File: src/hw/rtl/csrsp_pkg.sv
// shared types and constants of the csr sparse matrix-vector block
`default_nettype none

package csrsp_pkg;

    typedef enum logic [1:0] {
        REQ_LOAD  = 2'd0,
        REQ_NZ    = 2'd1,
        REQ_CLOSE = 2'd2
    } t_req;

    localparam int CFG_IDX_W = 2;

    typedef enum logic [CFG_IDX_W-1:0] {
        CFG_ALPHA = 2'd0,
        CFG_BETA  = 2'd1
    } t_cfg;

    localparam logic signed [31:0] ALPHA_RESET = 32'sd65536;
    localparam logic signed [31:0] BETA_RESET  = 32'sd0;

    localparam int OUTQ_DEPTH = 8;
    localparam int OUTQ_CNT_W = $clog2(OUTQ_DEPTH + 1);

    // one item as it travels down the pipeline
    typedef struct packed {
        logic               valid;
        t_req               kind;
        logic               hit;   // column in store range, or row under the limit
        logic [15:0]        row;
        logic signed [31:0] yold;
    } t_item;

    typedef struct packed {
        logic [15:0]        row;
        logic signed [31:0] y;
        logic               sat;
    } t_result;

endpackage

`default_nettype wire

File: src/hw/rtl/csrsp_mac.sv
// product stage and saturating row accumulator
`default_nettype none

module csrsp_mac (
    input  wire logic                 i_clk,
    input  wire logic                 i_rst_n,
    input  wire csrsp_pkg::t_item     i_item,
    input  wire logic signed [31:0]   i_data,
    input  wire logic signed [31:0]   i_x,
    output csrsp_pkg::t_item          o_item,
    output logic signed [63:0]        o_acc
);
    import csrsp_pkg::*;

    t_item              r_s1;
    logic signed [31:0] r_s1_data;
    t_item              r_s2;
    logic signed [63:0] r_s2_prod;
    t_item              r_s3;
    logic signed [63:0] r_s3_acc;
    logic signed [63:0] r_acc;
    logic signed [63:0] n_acc;
    logic signed [64:0] sum;

    always_ff @(posedge i_clk) begin
        if (!i_rst_n) begin
            r_s1.valid <= 1'b0;
        end else begin
            r_s1 <= i_item;
        end
        r_s1_data <= i_data;
    end

    // x read data lines up with stage one
    always_ff @(posedge i_clk) begin
        if (!i_rst_n) begin
            r_s2.valid <= 1'b0;
        end else begin
            r_s2 <= r_s1;
        end
        r_s2_prod <= 64'(r_s1_data) * 64'(i_x);
    end

    always_comb begin
        sum   = {r_acc[63], r_acc} + {r_s2_prod[63], r_s2_prod};
        n_acc = r_acc;
        if (r_s2.valid) begin
            case (r_s2.kind)
                REQ_NZ: begin
                    if (r_s2.hit) begin
                        if (sum[64] != sum[63]) begin
                            n_acc = sum[64] ? {1'b1, 63'd0} : {1'b0, {63{1'b1}}};
                        end else begin
                            n_acc = sum[63:0];
                        end
                    end
                end
                REQ_CLOSE: n_acc = '0;
                default:   n_acc = r_acc;
            endcase
        end
    end

    always_ff @(posedge i_clk) begin
        if (!i_rst_n) begin
            r_acc      <= '0;
            r_s3.valid <= 1'b0;
        end else begin
            r_acc <= n_acc;
            r_s3  <= r_s2;
        end
        r_s3_acc <= r_acc;
    end

    assign o_item = r_s3;
    assign o_acc  = r_s3_acc;

endmodule

`default_nettype wire

File: config.mk
export PLATFORM = sky130hd
export DESIGN_NAME = csrsp_mac
export DESIGN_NICKNAME = d
export VERILOG_FILES = /design/src/hw/rtl/csrsp_pkg.sv /design/src/hw/rtl/csrsp_mac.sv
export SDC_FILE = /design/constraint.sdc
export NUM_CORES = 2
export LEC_CHECK = 0
export BUFFER_PORTS_ARGS = -buffer_cell sky130_fd_sc_hd__buf_2
export CAP_MARGIN = 30
export CORE_ASPECT_RATIO = 0.9
export CORE_MARGIN = 2
export CORE_UTILIZATION = 33
export CTS_CLUSTER_SIZE = 28
export DETAILED_ROUTE_END_ITERATION = 8
export HOLD_SLACK_MARGIN = 0.08
export PLACE_DENSITY = 0.46
export SLEW_MARGIN = 0
export SYNTH_ARGS = -nofsm -noshare
export SYNTH_HDL_FRONTEND = slang
export SYNTH_SLANG_ARGS = --single-unit
File: constraint.sdc
create_clock -name i_clk -period 10.7 [get_ports i_clk]
set_input_delay 0 -clock i_clk [delete_from_list [all_inputs] [get_ports i_clk]]
set_output_delay 0 -clock i_clk [all_outputs]
set_load 0.01 [all_outputs]
Word level (Yosys, flattened, before mapping)
Index checks and enable logic that the tools add are counted.
{"block": "totals", "wordCells": 31, "ram_bits": 0, "rom_bits": 0, "inputBits": 118, "latch_bits": 0, "output_inout_bits": 116, "n_memories": 0, "regBits": 380}
{"block": "op_classes", "magnitude_cmp": 0, "n_shift": 0, "muxes": 4, "n_bitwise": 0, "eq_ne": 4, "reduce_logical": 2, "n_div": 0, "mul": 1, "n_addsub": 1}
{"op": "64-bit 2-to-1 mux", "n": 3}
{"op": "64-bit case mux with 2 select lines", "n": 1}
{"op": "64-bit by 64-bit adder with 65-bit output", "n": 1}
{"op": "32-bit by 32-bit multiplier with 64-bit output", "n": 1}
{"op": "3-bit AND reduction", "n": 1}
{"op": "2-bit by 1-bit == test with 1-bit output (second input constant)", "n": 1}
{"op": "2-bit == test (second input constant)", "n": 1}
{"op": "2-bit != test (second input constant)", "n": 1}
{"op": "2-bit nonzero test", "n": 1}
{"op": "1-bit != test", "n": 1}

Logic depth before layout (Yosys ltp)
{"block": "logic_depth", "depth_word": 5, "mapped_depth": 31}

Least setup slack after synthesis
No wires, ideal clock.
{"block": "synth_path", "path_type": "flip-flop to flip-flop", "startpoint": "register r_s1_data[31]", "endpoint": "register r_s2_prod[59]", "setup_time_ns": 0.140, "synth_period_minus_slack_ns": 7.697, "path_slack_ns": 3.003, "arrival_time_ns": 7.557, "required_time_ns": 10.560, "path_stages_with_launch": 25, "cell_sequence": "dfxtp_1 > clkbuf_1 > nand2_1 > inv_1 > fa_1 > inv_1 > fa_1 > inv_1 > fa_1 > fa_1 > inv_1 > fa_1 > inv_1 > fa_1 > fa_1 > fa_1 > ha_1 > a21o_1 > a21o_1 > a21oi_1 > o21bai_1 > a221oi_1 > or3_1 > mux2i_1 > o311ai_0"}
{"block": "synth_between", "elab_chain_len": 1}
{"element": "start: declaration", "line": "csrsp_mac.sv:16", "rtl": "logic signed [31:0] r_s1_data;"}
{"element": "start signal: assignment", "line": "csrsp_mac.sv:31", "rtl": "r_s1_data <= i_data;"}
{"element": "32-bit by 32-bit multiplier with 64-bit output", "line": "csrsp_mac.sv:41", "rtl": "r_s2_prod <= 64'(r_s1_data) * 64'(i_x);"}
{"element": "end signal: assignment", "line": "csrsp_mac.sv:41"}
{"element": "end: declaration", "line": "csrsp_mac.sv:18", "rtl": "logic signed [63:0] r_s2_prod;"}
No other way between the ends.
A chain may end at the register's enable or synchronous reset.

Worst setup path after layout
{"block": "layout_path", "startpoint": "register r_s1_data[12]", "endpoint": "register r_s2_prod[59]"}
The elaborated chain is that of the path after synthesis.

==> flow_summary_export.csv <==
group,metric,value,unit
placed_design,place.gp.congestion,0.830,
global_routing,use_met3,0.0207,
placed_design,dpl-instance-area,53100,um^2
yosys,cell_type_with_the_largest_total_area_after_synthesis,"sky130_fd_sc_hd__fa_1",
global_routing,antenna_violations_before_repair,4,
yosys,netlist_top_cells_area,"sky130_fd_sc_hd__fa_1 (43%), sky130_fd_sc_hd__edfxtp_1 (9.2%), sky130_fd_sc_hd__dfxtp_1 (9.1%)",
yosys,synth-edff-count,153,
timing,fmax,112,MHz
clock_tree,clock-sinks,380,
floorplanning,coreArea,150000,um^2
global_routing,most_heavily_used_metal_layer_in_global_routing,"met2",
timing,slew_violations,0,
final_layout,finalNetCount,6657,
worst_setup_path,worst-endpoint-arrival,9.44,ns
final_layout,layout-drive-gt1-share,0.0709,
timing,tns,0,ns
hold_path,worstHoldPathType,"input pin to flop",
drt,wirelength,140,mm
drt,drcViolationCount,0,
global_routing,first_pass_grt_wire_length,225,mm
floorplanning,dieWidth,414,um
global_routing,met1_usage,0.240,
worst_setup_path,worst-endpoint-required,11.20,ns
floorplanning,die_y,373,um
clock_tree,tritoncts,"done",
yosys,yosys_warnings,0,
timing,timing.clock.skew,0.0419,ns
drt,vias,33884,
global_routing,grt_overflow_total,0,
clock_tree,cts-root-to-sink-buffers,3,
floorplanning,design.die.area,155000,um^2
drt,route.antenna.remaining_nets,0,
global_routing,grt_start_max_net_pins,64,
job,max_cap_viol_count,0,
yosys,synthFlopType,"sky130_fd_sc_hd__dfxtp_1",
timing,rsz_0062_raised_after_global_routing,"no",
worst_setup_path,biggest_fanout_along_the_worst_timing_path,18,
global_routing,gr_layer_usage_met2,0.338,
yosys,synth-async-reset-ratio,0,
worst_setup_path,critPathCaptureType,"flop",
yosys,synthesis.area,50000,um^2
clock_tree,clock_latency,0.66,ns
clock_tree,cts_htree_levels,2,
yosys,synthesis.nets,6391,
drt,initialDrtViolationCount,1573,
drt,vias_per_cell,4.68,
status,status,"finished clean",
drt,wl_per_cell,19.3,um
yosys,number_of_distinct_library_cell_variants_in_the_gate_level_netlist_after_synthesis,73,
floorplanning,floorplan.io_pins,234,
yosys,synth.most_common_cell,"sky130_fd_sc_hd__fa_1",
global_routing,grt_pass1_vias,38053,
global_routing,global_route.usage.total,0.188,
yosys,synth_largest_type_area_fraction,0.434,
floorplanning,std_cell_rows,135,
placed_design,numPortBuffers,233,
yosys,yosys_register_bits,380,
timing,max_slew_margin,0.323,
clock_tree,number_of_clock_buffers_inserted_by_tritoncts,48,
timing,setup-violations-final,0,
yosys,seq_area_frac_synth,0.183,
drt,drt_pass1_iterations,6,
clock_tree,cts.clk_slew.worst_paths,0.06,ns
timing,timing_hold_violations_final,0,
yosys,synth_cells,4942,
clock_tree,post_cts_resize_count,0,
timing,worst_margin_slew,1.01,ns
final_layout,syn_to_final_growth,12.8,%
timing,period_share,0.836,
worst_setup_path,worst-setup-path-type,"flop to flop",
yosys,synth.top_cells.by_count,"sky130_fd_sc_hd__fa_1 (1083), sky130_fd_sc_hd__inv_1 (1061), sky130_fd_sc_hd__nand2_1 (587)",
placed_design,dp_hpwl,113,mm
worst_setup_path,startpoint_type,"flop",
clock_tree,cts_root_buf,"sky130_fd_sc_hd__clkbuf_16",
timing,period_needed,8.95,ns
floorplanning,start_util,0.332,
final_layout,final_design_area_no_fill,56400,um^2
yosys,syn_avg_cell_area,10.1,um^2
-- layer usage --
metal / wire length (um) / vias up / part of all wire
li1: - / 15480 / -
met4: 3460 / 0 / 0.025
met5: 0 / - / 0
met3: 4640 / 142 / 0.033
met1: 59800 / 17718 / 0.43
met2: 71700 / 544 / 0.51
-- final timing paths --
check,startpoint,to,cells after the start,slack (ns)
min reg2reg,r_acc[2],o_acc[2],0,0.36
max reg2reg,r_s1_data[12],r_s2_prod[59],27,1.75
max,r_s1_data[12],r_s2_prod[59],27,1.75
min,i_data[13],r_s1_data[13],2,0.11
-- stage by stage --
step | setup WS [ns] | utilization | cells | hold WS (ns)
2_1_floorplan | 3.00 | - | 4942 | 0.0277
3_3_place_gp | 1.89 | 0.353 | 6975 | 0.102
3_5_place_dp | 1.88 | 0.353 | 6975 | 0.104
4_1_cts | 1.79 | 0.375 | 7231 | 0.0873
5_1_grt | 1.26 | 0.375 | 7233 | 0.130
6_report | 1.75 | 0.375 | 7234 | 0.112
-- final cells by class --
class | count | area [um^2]
timing repair buffer | 450 | 3230
tap | 1986 | 2480
clock buffer | 61 | 1280
sequential | 380 | 9140
clock inverter | 27 | 323
fill | 15202 | 94000
multi-input combinational | 3267 | 35900
antenna | 2 | 5.00
inverter | 1061 | 3980
-- cell usage in the layout (no fill, tap or decap), drive strengths merged, types with 5 or more instances in the layout --
cell type and count:
a211oi 15, a21boi 7, a21o 69, a21oi 125, a221o 66, a221oi 7, a31oi 19, a41oi 5
and2 506, and3 13, and4 7, buf 282, clkbuf 61, clkinv 15, dfxtp 227, dlygate4sd3 168
edfxtp 153, fa 1083, ha 248, inv 1065, nand2 588, nand2b 13, nand3 23, nand4 20
nor2 95, nor2b 11, nor3 17, o211ai 8, o21a 20, o21ai 68, o21bai 26, o31a 6
o31ai 8, or3 13, xnor2 94, xor2 40
-- cell families after synthesis --
family / after synthesis / synth area share
AO/OA/AOI/OAI: 481 / 0.0676
XOR/XNOR: 134 / 0.0235
adder cells (fa/ha/maj): 1331 / 0.496
buffers and inverters: 1295 / 0.0985
flip-flops: 380 / 0.183
multiplexers: 2 / 0.000401
AND/OR/NAND/NOR: 1319 / 0.131
-- state kept, by name (all words and copies together) (netlist names) --
register / cells
o_acc: 64
r_acc: 64
r_s2_prod: 64
o_item: 52
r_s1: 52
r_s2: 52
r_s1_data: 32
-- worst max-delay path, stage by stage (launching register included) --
cell and delay, ns:
sky130_fd_sc_hd__dfxtp_1 0.83, sky130_fd_sc_hd__buf_4 0.36, sky130_fd_sc_hd__and2_1 0.18, sky130_fd_sc_hd__fa_1 0.44, sky130_fd_sc_hd__fa_1 0.49, sky130_fd_sc_hd__fa_1 0.51, sky130_fd_sc_hd__inv_1 0.05, sky130_fd_sc_hd__fa_1 0.47
sky130_fd_sc_hd__inv_1 0.05, sky130_fd_sc_hd__fa_1 0.50, sky130_fd_sc_hd__inv_1 0.06, sky130_fd_sc_hd__fa_1 0.53, sky130_fd_sc_hd__inv_1 0.05, sky130_fd_sc_hd__fa_1 0.48, sky130_fd_sc_hd__inv_1 0.05, sky130_fd_sc_hd__fa_1 0.51
sky130_fd_sc_hd__inv_1 0.06, sky130_fd_sc_hd__ha_1 0.35, sky130_fd_sc_hd__a21oi_1 0.21, sky130_fd_sc_hd__o21ai_0 0.15, sky130_fd_sc_hd__a21oi_1 0.23, sky130_fd_sc_hd__o21ai_0 0.21, sky130_fd_sc_hd__o2111ai_1 0.39, sky130_fd_sc_hd__o211ai_1 0.29
sky130_fd_sc_hd__a221oi_1 0.79, sky130_fd_sc_hd__or3_1 0.22, sky130_fd_sc_hd__mux2i_1 0.17, sky130_fd_sc_hd__o311ai_0 0.13
-- what timing repair did --
item / 4_1_cts / 5_1_grt
hold buffers: 168 / 0
hold endpoints to repair: 120 / 0
setup endpoints to repair: 0 / 0
setup buffers: 0 / 0
Power is left out: the tool's default activity adds up to more than one toggle a clock period on the data nets, which glitch-free logic cannot reach.
