===== src/hw/rtl/csrsp_pkg.sv =====
// shared types and constants of the csr sparse matrix-vector block
`default_nettype none

package csrsp_pkg;

    typedef enum logic [1:0] {
        REQ_LOAD  = 2'd0,
        REQ_NZ    = 2'd1,
        REQ_CLOSE = 2'd2
    } t_req;

    localparam int CFG_IDX_W = 2;

    typedef enum logic [CFG_IDX_W-1:0] {
        CFG_ALPHA = 2'd0,
        CFG_BETA  = 2'd1
    } t_cfg;

    localparam logic signed [31:0] ALPHA_RESET = 32'sd65536;
    localparam logic signed [31:0] BETA_RESET  = 32'sd0;

    localparam int OUTQ_DEPTH = 8;
    localparam int OUTQ_CNT_W = $clog2(OUTQ_DEPTH + 1);

    // one item as it travels down the pipeline
    typedef struct packed {
        logic               valid;
        t_req               kind;
        logic               hit;   // column in store range, or row under the limit
        logic [15:0]        row;
        logic signed [31:0] yold;
    } t_item;

    typedef struct packed {
        logic [15:0]        row;
        logic signed [31:0] y;
        logic               sat;
    } t_result;

endpackage

`default_nettype wire


===== src/hw/rtl/csrsp_outq.sv =====
// small result queue in front of the output channel
`default_nettype none

module csrsp_outq (
    input  wire logic                           i_clk,
    input  wire logic                           i_rst_n,
    input  wire logic                           i_push,
    input  wire csrsp_pkg::t_result             i_res,
    input  wire logic                           i_pop,
    output logic                                o_valid,
    output csrsp_pkg::t_result                  o_res,
    output logic [csrsp_pkg::OUTQ_CNT_W-1:0]    o_count
);
    import csrsp_pkg::*;

    localparam int PW = $clog2(OUTQ_DEPTH);

    t_result               r_q [OUTQ_DEPTH];
    logic [PW-1:0]         r_wr;
    logic [PW-1:0]         r_rd;
    logic [OUTQ_CNT_W-1:0] r_cnt;
    logic                  pop;

    assign pop = i_pop && (r_cnt != '0);

    always_ff @(posedge i_clk) begin
        if (i_push) begin
            r_q[r_wr] <= i_res;
        end
    end

    always_ff @(posedge i_clk) begin
        if (!i_rst_n) begin
            r_wr  <= '0;
            r_rd  <= '0;
            r_cnt <= '0;
        end else begin
            if (i_push) begin
                r_wr <= r_wr + 1'b1;
            end
            if (pop) begin
                r_rd <= r_rd + 1'b1;
            end
            r_cnt <= r_cnt + OUTQ_CNT_W'(i_push) - OUTQ_CNT_W'(pop);
        end
    end

    assign o_valid = (r_cnt != '0);
    assign o_res   = r_q[r_rd];
    assign o_count = r_cnt;

endmodule

`default_nettype wire


===== config.mk =====
export PLATFORM = sky130hd
export DESIGN_NAME = csrsp_outq
export DESIGN_NICKNAME = d
export VERILOG_FILES = /design/src/hw/rtl/csrsp_pkg.sv /design/src/hw/rtl/csrsp_outq.sv
export SDC_FILE = /design/constraint.sdc
export NUM_CORES = 1
export LEC_CHECK = 0
export BUFFER_PORTS_ARGS = -buffer_cell sky130_fd_sc_hd__buf_2
export CAP_MARGIN = 20
export CORE_MARGIN = 3
export CORE_UTILIZATION = 54
export CTS_CLUSTER_DIAMETER = 80
export DETAILED_ROUTE_END_ITERATION = 7
export GPL_TIMING_DRIVEN = 0
export PLACE_DENSITY_LB_ADDON = 0.08
export SKIP_CTS_REPAIR_TIMING = 1
export SLEW_MARGIN = 20
export SYNTH_ARGS = -nofsm -noshare
export SYNTH_HDL_FRONTEND = slang
export SYNTH_SLANG_ARGS = --single-unit

===== constraint.sdc =====
create_clock -name i_clk -period 4.15 [get_ports i_clk]
set_clock_uncertainty 0.1 [all_clocks]
set_input_delay 0.415 -clock i_clk [delete_from_list [all_inputs] [get_ports i_clk]]
set_output_delay 0.415 -clock i_clk [all_outputs]
set_load 0.005 [all_outputs]

# Word-level counts from Yosys, hierarchy flattened
# Memory sizes are Yosys's and may differ from the RTL's. A register that Yosys moved wholly into a read port is not among the register bits.
# Cells that the tools add are included.
# classes
addsub	4
mux	4
n_reduce_logical	2
# op_table
op	n
adder 3 x 1 -> 3 bit, second input constant	2
two-way mux 3 bit	2
adder 4 x 1 -> 4 bit	1
nonzero test 4 bit	1
subtractor 4 x 1 -> 4 bit	1
two-way mux 1 bit	2
logical AND 1 bit	1
# word_totals
reg_bits	10
mem_bits_rw	392
inputBits	53
out_inout_bits	54
elab_cells	14
memories	1
# mem_list
memory	depth	word_bits	rd	rd_ports_with_merged_regs	write_ports	line_no	rtl
r_q	8	49	1	1	1	csrsp_outq.sv:18	t_result r_q [OUTQ_DEPTH];

# Longest topological paths before layout
# Gate-level depths: netlist (run 1).
# logic_depth
depth_word	4
ltp_mapped	10
mapped_depth_nobuf	10

# Least setup slack after synthesis (run 1)
# No wires, ideal clock.
# synth_timing
kind	input to register
startpoint	input i_push
endpoint	memory r_q[0][0] (netlist name), enable pin
arrival_time_ps	3854
path_slack_ps	-321
path_stages	2
n_path_buf	0
path_cell_list	nand2b_1 -> nor3_1
# synth_between
elab_chain_cells	2
# synth_rtl
element	line_no	rtl
from (decl)	csrsp_outq.sv:7	input wire logic i_push,
two-way mux 1 bit	csrsp_outq.sv:27	if (i_push) begin
two-way mux 1 bit (not written as such)	csrsp_outq.sv:28	r_q[r_wr] <= i_res;
to (decl)	csrsp_outq.sv:18	
# Every way passes these cells.

==> results_dict.tcl, run 1 <==
set metrics [dict create \
    status "finished clean" \
    leakagePower_nw 6.04 \
    power_mw 9.97 \
    core-area_sq_um 27900 \
    htree_num_levels 2 \
    crit_required_ns 3.63 \
    gp_congestion 0.684 \
    crit_family "buffers and inverters" \
    reg2reg_from "o_count[2]$_SDFF_PN0_" \
    path_clk_slew_ns 0.06 \
    dp_slack_ns 1.61 \
    fmax_mhz 328 \
    worst_slew_pin_slew_ns 0.793 \
    drt_iter0_markers 566 \
    slowest_stage "clkbuf_1" \
    period_needed_ns 3.05 \
    crit_chain "buf_2 > clkbuf_1 > mux4_2 > mux2_2 > buf_2" \
    overflow 0 \
    routed_wl_microns 30500 \
    slew-limit-headroom 0.471 \
    tns_ns 0 \
    rows 61 \
    clock-sinks 405 \
    tritoncts "built" \
    synth_nets 698 \
    antenna_found_initial 4 \
    numCtsBuffers 41 \
    holdPathEnd "r_q[2][14]$_DFFE_PP_" \
    timing.hold.ws_ns 0.0524 \
    portBuffers 106 \
    yosys.area.top_type_share 0.766 \
    ys_seq_elements 405 \
    synth_top_area_cell "edfxtp_1" \
    dr.pass1.iters 5 \
    min_path_cells 1 \
    setup_viol 0 \
    ant_nets 0 \
    io_pins 107 \
    grt_first_pass_wirelength_microns 46500 \
    hpwlAfterDp_microns 19200 \
    drt-wirelength-per-cell_microns 24.9 \
    final_cell_mix "392 x edfxtp_1, 118 x buf_2, 98 x mux4_2" \
    pwr_density_cell_nw_per_um2 540 \
    hp-class "in -> reg" \
    setup_ws_ns 1.10 \
    drc 0 \
    final_common_cell "edfxtp_1" \
    grt_max_degree 19 \
    dieArea_sq_um 30500 \
    start_util 0.550 \
    grt_setup_unrepaired "false" \
    synth_cell_types 25 \
    r2r_slack_ns 1.74 \
    grt_usage 0.205 \
    die_w_microns 175 \
    crit_top_cell "buf_2" \
    arrival_ns 2.53 \
    r2r_cells 9 \
    synth_cells 638 \
    clk_latency_ns 0.52 \
    crit_type "reg -> out" \
    clock_path_buffers 3 \
    syn-cell-area_sq_um 15400 \
    finish.net_count 873 \
    max_stage_delay_ns 0.63 \
    timing.final.hold_violations 0 \
    seq_area_frac_synth 0.783 \
    final_max_slew_viol_count 0 \
    final.period_utilization 0.734 \
    grt_pass1_vias 7656 \
    synth.avg_cell_area_sq_um 24.1 \
    via_per_inst 5.74 \
    root_buffer "clkbuf_16" \
    area_delta_synth_final_pct 20.1 \
    synthTopCellsByArea "edfxtp_1 77%, mux4_2 14%, mux2_2 3.6%" \
    endpoint_kind "output port" \
    yosys_warnings 0 \
    num_vias 7037 \
    crit_fanout 10 \
    cp_num_buf_inv 3 \
    drv_cap 0 \
    rr_endpoint "o_count[1]$_SDFF_PN0_" \
    hp-start "i_res[14]" \
    setup.worst_path.start_class "flop" \
    drive_gt1_frac 0.434 \
    fp.dieH_microns 175 \
    ir_drop_mv 0.479 \
]
-- power by group --
group          internal, mW  total (mW)  switching, mW  leakage (nW)
logic                 0.747        1.40          0.652          1.66
clock network          2.44        3.90           1.46         0.714
registers              4.61        4.67         0.0531          3.67
-- cells in the mapped netlist --
master	instances
mux2_2	49
mux2i_1	9
or2_2	1
nand2_1	9
mux4_2	98
nor2b_1	2
buf_12	3
a21oi_1	1
buf_2	12
and2_1	4
xor2_1	1
nand2b_1	6
fa_1	1
nand3_1	1
clkbuf_1	12
inv_1	4
edfxtp_1	392
nor3_1	2
nor2_1	7
or3b_2	1
a21o_1	1
xnor2_1	2
dfxtp_1	13
ha_1	6
buf_6	1
-- registers in the layout, indices dropped and copies added (netlist names), named ones only --
register,flops
o_count,4
r_rd,3
r_q,392
r_wr,3
-- area by class of cell --
| cell class | instances | area (sq um) |
|---|---|---|
| fill | 1815 | 9470 |
| buffer | 28 | 176 |
| sequential | 405 | 12000 |
| clock buffer | 46 | 1090 |
| tap | 378 | 473 |
| timing repair buffer | 132 | 1100 |
| clock inverter | 30 | 368 |
| inverter | 4 | 15.0 |
| antenna | 1 | 2.50 |
| multi-input combinational | 201 | 3220 |
-- how the worst max path moves through the flow --
stage                          from                    to  slack, ns  cells past startpoint
4_1_cts                        flop             o_res[39]       1.04                      4
3_3_place_gp                 i_push  r_q[6][46]$_DFFE_PP_      -1.59                      3
2_1_floorplan  r_wr[0]$_SDFFE_PN0P_   r_q[1][0]$_DFFE_PP_       0.98                      2
3_5_place_dp                   flop             o_res[37]       1.61                      6
6_report                       flop             o_res[15]       1.10                      5
5_1_grt                        flop             o_res[42]       0.96                      4
-- cell families (layout without fill, tap and decap cells) --
logic type / Yosys count / after routing / synth area share
muxes: 156 / 156 / 0.185
DFF: 405 / 405 / 0.783
other: 0 / 1 / 0
adders and majority gates: 7 / 7 / 0.00619
xor gates and xnor gates: 3 / 3 / 0.00171
AOI/OAI and AO/OA: 2 / 2 / 0.000814
buffers and inverters: 32 / 240 / 0.0125
and+or+nand+nor: 33 / 33 / 0.0107
-- through the flow --
step / instance area, sq um / util / instances
6_report: 18500 / 0.661 / 1225
5_1_grt: 18500 / 0.661 / 1225
4_1_cts: 18500 / 0.661 / 1224
3_5_place_dp: 17000 / 0.609 / 1148
3_3_place_gp: 16400 / 0.587 / 1122
2_1_floorplan: 15400 / - / 638
-- metal layers --
layer | wire length (microns) | part of all wire | global-route usage | up-vias
met5 | 34 | 0.0011 | 0 | -
met4 | 720 | 0.024 | 0.0605 | 6
met3 | 1900 | 0.062 | 0.0450 | 53
met2 | 15300 | 0.50 | 0.331 | 225
met1 | 12500 | 0.41 | 0.287 | 3700
li1 | - | - | - | 3053
Power figures use the tool's default switching activity.
==> inputs of run 2 (changes only) <==
--- a/config.mk
+++ b/config.mk
@@ -5,10 +5,11 @@
 export SDC_FILE = /design/constraint.sdc
 export NUM_CORES = 1
 export LEC_CHECK = 0
+export ABC_AREA = 1
 export BUFFER_PORTS_ARGS = -buffer_cell sky130_fd_sc_hd__buf_2
 export CAP_MARGIN = 20
 export CORE_MARGIN = 3
-export CORE_UTILIZATION = 54
+export CORE_UTILIZATION = 55
 export CTS_CLUSTER_DIAMETER = 80
 export DETAILED_ROUTE_END_ITERATION = 7
 export GPL_TIMING_DRIVEN = 0
==> constraint.sdc (replaced) <==
create_clock -name i_clk -period 2.8 [get_ports i_clk]
set_clock_uncertainty 0.1 [all_clocks]
set_input_delay 0.28 -clock i_clk [delete_from_list [all_inputs] [get_ports i_clk]]
set_output_delay 0.28 -clock i_clk [all_outputs]
set_load 0.005 [all_outputs]
==> run 2 against run 1 <==
Cell count increased by 99%. Via count grew 72%. Worst hold slack worse by 0.019 ns. First-iteration DRC count increased by 76%. Wire length grew 36%. Clock power is 35% higher. Sequential cell count unchanged. Core utilization increased by 0.38 points. Critical path depth increased by 2. Final area rose by 14%. Die area grew 13%. Critical endpoint is now o_res[38]. Largest power group unchanged. Highest routed layer is now met4.
==> results_dict.tcl, run 2 <==
set metrics [dict create \
    status "finished clean" \
    rr_endpoint "o_count[2]$_SDFF_PN0_" \
    grt_first_pass_wirelength_microns 62700 \
    area_delta_synth_final_pct 18.6 \
    grt_max_degree 23 \
    busiest_layer "met2" \
    crit_type "reg -> out" \
    synth_top_family_by_area "simple AND/OR/NAND/NOR gates" \
    timing.hold.ws_ns 0.0332 \
    leakagePower_nw 9.76 \
    crit_chain "clkbuf_1 > inv_1 > buf_2 > buf_2 > nand2_1 > nand2_1 > buf_2" \
    grt_usage 0.241 \
    final_cell_mix "652 x nand2_1, 408 x inv_1, 392 x edfxtp_1" \
    path_clk_slew_ns 0.06 \
    synth-async-reset-ratio 0 \
    synth_nets 1843 \
    fmax_mhz 379 \
    grt_setup_unrepaired "false" \
    largest_reg_flops 392 \
    pwr_density_cell_nw_per_um2 761 \
    rows 65 \
    synth_fa_ha_area_frac 0.00536 \
    r2r_slack_ns 0.60 \
    numCtsBuffers 43 \
    synth_cell_types 17 \
    synth_xor_area_frac 0 \
    arrival_ns 2.26 \
    largest-register "r_q" \
    tritoncts "built" \
    synth_edf_count 392 \
    dieArea_sq_um 34400 \
    start_util 0.560 \
    ir_drop_mv 0.560 \
    slowest_stage "buf_2" \
    io_pins 107 \
    slew-limit-headroom 0.477 \
    drv_cap 0 \
    yosys-top-cells-count "652 x nand2_1, 408 x inv_1, 392 x edfxtp_1, 202 x nand3_1, 34 x buf_2" \
    cp_num_buf_inv 5 \
    antenna_found_initial 0 \
    setup_viol 0 \
    hpwlAfterDp_microns 26400 \
    ys_seq_elements 405 \
    finish.net_count 2060 \
    power_mw 16.0 \
    drt-wirelength-per-cell_microns 17.0 \
    reg2reg_from "o_count[2]$_SDFF_PN0_" \
    setup.worst_path.start_class "flop" \
    final.period_utilization 0.943 \
    synthMuxAreaShare 0 \
    num_vias 12100 \
    synth.avg_cell_area_sq_um 9.94 \
    period_needed_ns 2.64 \
    final_max_slew_viol_count 0 \
    worst_slew_pin_slew_ns 0.782 \
    clk_latency_ns 0.52 \
    gr-usage-met3 0.0367 \
    fp.dieH_microns 186 \
    max_stage_delay_ns 0.35 \
    clock_path_buffers 3 \
    synth_top_area_cell "edfxtp_1" \
    grt.met2_usage 0.420 \
    crit_family "buffers and inverters" \
    hp-class "in -> reg" \
    ant_nets 0 \
    final_common_cell "nand2_1" \
    drive_gt1_frac 0.122 \
    synth_cells 1783 \
    portBuffers 105 \
    htree_num_levels 2 \
    met1_usage 0.319 \
    core-area_sq_um 31600 \
    routed_wl_microns 41500 \
    antenna_cells 0 \
    min_path_cells 3 \
    drc 0 \
    crit_top_cell "buf_2" \
    yosys.area.top_type_share 0.664 \
    yosysMostFrequentCell "nand2_1" \
    overflow 0 \
    timing.final.hold_violations 0 \
    crit_path_end "o_res[38]" \
    gp_congestion 0.746 \
    cp.depth 7 \
    r2r_cells 10 \
    drt_iter0_markers 998 \
    synth_compound_area_frac 0.00339 \
    crit_required_ns 2.42 \
    endpoint_kind "output port" \
    grt_pass1_vias 11300 \
    die_w_microns 186 \
    synthTopCellsByArea "edfxtp_1 66%, nand2_1 14%, inv_1 8.6%" \
    syn-cell-area_sq_um 17700 \
    synth_ff_type "edfxtp_1" \
    via_per_inst 4.97 \
    yosys_warnings 0 \
    root_buffer "clkbuf_16" \
    dr.pass1.iters 5 \
    clock-sinks 405 \
    synth_simple_gate_area_frac 0.199 \
    crit_fanout 10 \
    seq_area_frac_synth 0.679 \
]
-- run 2: cell types whose count changed in the layout (fill, tap and decap cells not counted), moves of 10 or more --
| cell | before | now |
|---|---|---|
| dlygate4sd3_1 | 0 | 50 |
| inv_1 | 4 | 408 |
| nand2_1 | 9 | 652 |
| mux4_2 | 98 | 0 |
| clkbuf_1 | 15 | 25 |
| buf_2 | 118 | 139 |
| nand3_1 | 1 | 202 |
| buf_4 | 0 | 12 |
| mux2_2 | 49 | 0 |
-- run 2: cells by family (layout without fill, tap and decap cells) --
kind of cell             count (synthesis)  in the layout
flip-flops                             405            405
adder cells (fa/ha/maj)                  7              7
AND/OR/NAND/NOR                        873            873
AO/OA/AOI/OAI                           12             12
buffers and inverters                  486            734
-- run 2: metal layers --
metal | share of wire | vias up
met1 | 0.43 | 5675
met4 | 0.022 | 0
met3 | 0.058 | 74
met5 | 0 | -
met2 | 0.49 | 367
li1 | - | 5977
-- run 2: power by group --
group / switching, mW / leakage, nW / internal [mW]
Clock: 2.20 / 0.635 / 3.05
Combinational: 2.51 / 5.46 / 1.36
Sequential: 0.0540 / 3.67 / 6.83
-- run 2: through the flow --
stage	cells	setup TNS, ns	util	worst slack, ns	cell area, sq um
5_1_grt	2433	0	0.665	0.0659	21000
2_1_floorplan	1783	-92.31	-	-0.471	17700
4_1_cts	2383	0	0.649	0.145	20500
3_5_place_dp	2307	0	0.608	0.462	19200
3_3_place_gp	2290	-652.53	0.593	-2.74	18800
6_report	2433	0	0.665	0.159	21000
-- run 2: cell type report --
type | count | area, sq um
Buffer | 76 | 463
Inverter | 410 | 1540
Sequential cell | 405 | 12000
Fill cell | 2405 | 10600
Tap cell | 402 | 503
Clock inverter | 17 | 104
Clock buffer | 59 | 1190
Timing Repair Buffer | 172 | 1450
Multi-Input combinational cell | 892 | 3750
-- run 2: how the worst min path moves through the flow --
stage,to,start,slack (ns)
floorplan,r_q[0][0]$_DFFE_PP_,i_res[0],0.28
global placement,r_rd[2]$_SDFFE_PN0P_,r_rd[2]$_SDFFE_PN0P_,0.38
detailed placement,flop,r_rd[2]$_SDFFE_PN0P_,0.39
CTS,r_q[7][18]$_DFFE_PP_,i_res[18],-0.11
global route,flop,i_pop,0.03
finish,flop,i_pop,0.03
-- run 2: worst reg2reg max path, stage by stage (launching register included) --
cell     delay [ns]
dfxtp_1        0.32
inv_1          0.06
ha_1           0.20
nand3_1        0.23
nand3_1        0.17
o21ai_0        0.13
ha_1           0.20
inv_1          0.06
fa_1           0.40
o21ai_0        0.16
a21oi_1        0.05
